$ cat src/sv/bcdrtc_ram.sv
module bcdrtc_ram #(
  parameter int unsigned WIDTH = 8,
  parameter int unsigned DEPTH = 256
) (
  input  logic                     clk,
  input  logic                     we,
  input  logic [$clog2(DEPTH)-1:0] waddr,
  input  logic [WIDTH-1:0]         wdata,
  input  logic [$clog2(DEPTH)-1:0] raddr,
  output logic [WIDTH-1:0]         rdata
);

  logic [WIDTH-1:0] mem [DEPTH];

  always_ff @(posedge clk) begin
    if (we) begin
      mem[waddr] <= wdata;
    end
    rdata <= mem[raddr];
  end

endmodule

$ cat config.mk
export PLATFORM = sky130hd
export DESIGN_NAME = bcdrtc_ram
export DESIGN_NICKNAME = d
export VERILOG_FILES = /design/src/sv/bcdrtc_ram.sv
export SDC_FILE = /design/constraint.sdc
export NUM_CORES = 2
export LEC_CHECK = 0
export BUFFER_PORTS_ARGS = -buffer_cell sky130_fd_sc_hd__buf_2
export CORE_MARGIN = 10
export CORE_UTILIZATION = 35
export DETAILED_ROUTE_END_ITERATION = 6
export PLACE_DENSITY_LB_ADDON = 0.08
export RECOVER_POWER = 50
export SETUP_SLACK_MARGIN = 0.5
export SLEW_MARGIN = 10
export SYNTH_ARGS = -nofsm -noshare
export SYNTH_HDL_FRONTEND = slang
export SYNTH_SLANG_ARGS = --single-unit
$ cat constraint.sdc
create_clock -name clk -period 7.38 [get_ports clk]
set_input_delay 1.476 -clock clk [delete_from_list [all_inputs] [get_ports clk]]
set_output_delay 1.476 -clock clk [all_outputs]
set_load 0.05 [all_outputs]
==> reports/results.txt <==
Status: finished, violations left
Failing checks: capacitance limit, slew limit
Min-Delay Endpoint: rdata[0]$_DFF_P_
LEAKAGE: 27.4 nW
Max Freq: 186 MHz
Initial antenna violation count: 16
Hold path startpoint: mem[51][0]$_DFFE_PP_
Post-CTS sizing: 0
Critical Path RT: 7860 ps
Top_reg_cell synth: edfxtp_1
Post-Syn Area: 79,600 um^2
FILL cells: 20,100
Initial DRC count: 3,646
CP Cell Sequence: clkbuf_1, buf_12
Crit path kind: primary input to flip-flop
Routed vias: 38,200
Post-route ant nets: 0
Clock transition at path regs: 60 ps
RR Endpoint: rdata[5]$_DFF_P_
WP buf/inv: 2
Layout cell share with drive strength beyond 1: 22.7%
DRT Wirelength: 230,000 um
Reg2reg start: mem[211][5]$_DFFE_PP_
Synth Register Bits: 2,056
Area leader, netlist: edfxtp_1
GRT overflow: 0
Layout Skew: 31.5 ps
Slew @ Worst Pin: 5260 ps
Drt drc: 0
Arr. time, crit path: 5850 ps
Met3 usage: 2.94%
Hold buffers post-CTS: 0
DP HPWL: 136,000 um
Max_cap viols: 10
Register area: 61,700 um^2
Placed cell count: 6,618
Met2 Use GR: 30.1%
Ranking of synthesized cells by area: edfxtp_1 (77%), mux4_2 (13%), mux2i_1 (1.7%), nor2_1 (1.3%), a22oi_1 (1.3%)
Share of synthesized flip-flops with an asynchronous set or reset: 0%
Grt met1 use: 26.3%
Router iterations before antenna repair: 5
Worst setup margin: 2010 ps
DIE WIDTH: 497 um
Post-Syn Nets: 3,759
Crit path launch type: primary input
Total power: 25.1 mW
Fin crit period: 5370 ps
First-pass GRT wire length: 324,000 um
Worst Hold Class: flip-flop to flip-flop
Post-synth EDFFs: 2,048
Reg2Reg Depth: 6
Num CTS Buffers: 224
Crit-path slowest cell: clkbuf_1
Worst-Skew Late Latency: 850 ps
# port buffers: 33
Setup TNS: 0 ps
VDD IR max: 0.207 mV
Starting Density: 35.3%
Layout Cells excl Fill: 7,033
Synth Instances: 3,733
Core ar.: 226,000 um^2
Clock sinks: 2,056
Root buf cell: clkbuf_16
Vias/cell: 5.44
Top cell type's share of synthesized area: 77.3%
FP Rows: 174
Post-synthesis cell type count: 55
CP Capture Type: flip-flop
Highest fanout seen on the critical path: 156
Area of the multi-input gates: 16,600 um^2
Final #Nets: 3,878
Hold Vio Cnt, Final: 0
Worst slack at placement: 1800 ps
CTS tree: built
Maximum buffer depth of the clock tree: 3
CP top delay family: buffers and inverters
Busiest grt layer: met2
Hold_ws: 975 ps
Syn_area_per_cell: 21.3 um^2
Fin crit share: 72.8%
FF-to-FF setup slack: 4080 ps
Maximum level of the CTS H-tree: 4
Final Max Slew Viols: 906
Area growth from synthesis to layout: 13.4%
Die Area: 247,000 um^2
CP peak stage delay: 3520 ps
Worst hold path depth: 5
Total GRT Usage: 18.5%
Cell Pwr Density: 278 nW/um^2
Largest net degree at the start of global routing: 193
Synth warn: 0
Seq/Total Area, Yosys: 77.5%
Setup bufs post-CTS: 0
Die height: 497 um
Average wire per standard cell: 32.7 um
Top Ports: 34
RSZ-0062 raised after global routing: no
Vias in the first global route: 39,500
Max-slew headroom: -251%
Setup violators final: 0
Final GP Congestion: 0.756
## cell families (layout without fill, tap and decap cells)
logic type | count (synthesis) | after routing | synth area share, %
flip-flops | 2056 | 2056 | 77.5
multiplexers | 591 | 591 | 14.6
other | 0 | 4 | 0
AO/OA/AOI/OAI | 385 | 385 | 3.42
buffers and inverters | 235 | 539 | 1.83
AND/OR/NAND/NOR | 466 | 466 | 2.63
## area by class of cell
cell class / count / share of cell area, %
clock buffers: 288 / 6.58
flip-flops and latches: 2056 / 68.3
clock inverters: 123 / 1.32
repair buffers: 126 / 1.22
diodes: 4 / 0.0111
inverters: 2 / 0.00832
multi-input cells: 1442 / 18.4
well taps: 2992 / 4.15
## cells in the final DEF, fill, tap and decap left out, types with 22 or more instances in the layout
cell / instances
a21oi_1: 96
mux2i_1: 134
o221ai_1: 46
nor2b_1: 28
a22oi_1: 133
edfxtp_1: 2048
clkinv_2: 40
mux4_2: 454
clkinv_1: 49
nor2_1: 279
buf_4: 72
clkbuf_16: 226
nand2_1: 33
nor3_1: 22
o22ai_1: 28
clkbuf_1: 67
nand3_1: 25
## per-stage QoR
stage,utilization (%),area [um^2]
finish,40.0,90300
global route,40.0,90200
CTS,40.1,90300
detailed placement,36.9,83200
global placement,36.9,83200
floorplan,-,79600
## how the worst max path moves through the flow
stage | start | endpoint | slack [ps] | depth (start not counted)
global route | wdata[7] | mem[4][7]$_DFFE_PP_ | 1650 | 1
floorplan | raddr[0] | rdata[2]$_DFF_P_ | 3970 | 9
global placement | raddr[0] | rdata[0]$_DFF_P_ | 1500 | 9
finish | wdata[1] | mem[177][1]$_DFFE_PP_ | 2010 | 2
detailed placement | raddr[1] | rdata[5]$_DFF_P_ | 1800 | 8
CTS | raddr[1] | rdata[5]$_DFF_P_ | 2740 | 8
## cell usage after synthesis, drive strengths merged, types with 2 or more instances
| master | count |
|---|---|
| nand4 | 10 |
| a211oi | 16 |
| nor2b | 31 |
| nor2 | 282 |
| o21ai | 12 |
| nand2 | 33 |
| nor4 | 27 |
| o221ai | 47 |
| nand2b | 8 |
| o22ai | 28 |
| and3b | 2 |
| edfxtp | 2048 |
| nor3 | 22 |
| a221oi | 14 |
| clkbuf | 111 |
| o211ai | 10 |
| mux4 | 456 |
| and2 | 6 |
| a21oi | 96 |
| buf | 122 |
| o32ai | 5 |
| a31oi | 2 |
| mux2i | 134 |
| a2111oi | 5 |
| nand3 | 34 |
| a311oi | 2 |
| a22o | 8 |
| o22a | 5 |
| dfxtp | 8 |
| or2 | 4 |
| nand3b | 2 |
| a22oi | 133 |
## state kept, by name (all words and copies together), names as in the netlist
register and count:
mem 2048, rdata 8
## where the power goes
part / switching, mW / leakage (nW) / internal (mW)
clock network: 4.66 / 3.47 / 6.26
logic: 0.854 / 5.45 / 0.383
registers: 0.0248 / 18.5 / 12.9
## metal layers
metal | up-vias | wire, um
li1 | 16000 | -
met1 | 21000 | 103000
met2 | 970 | 111000
met3 | 279 | 10900
met4 | 2 | 4850
met5 | - | 13
## worst reg2reg max path: cells and delay by family, from the launching register on
family           cells  cell delay [ps]
AO/OA/AOI/OAI        3             1230
AND/OR/NAND/NOR      2             1080
multiplexers         1              500
flip-flops           1              360
(Power assumes the default switching activity.)
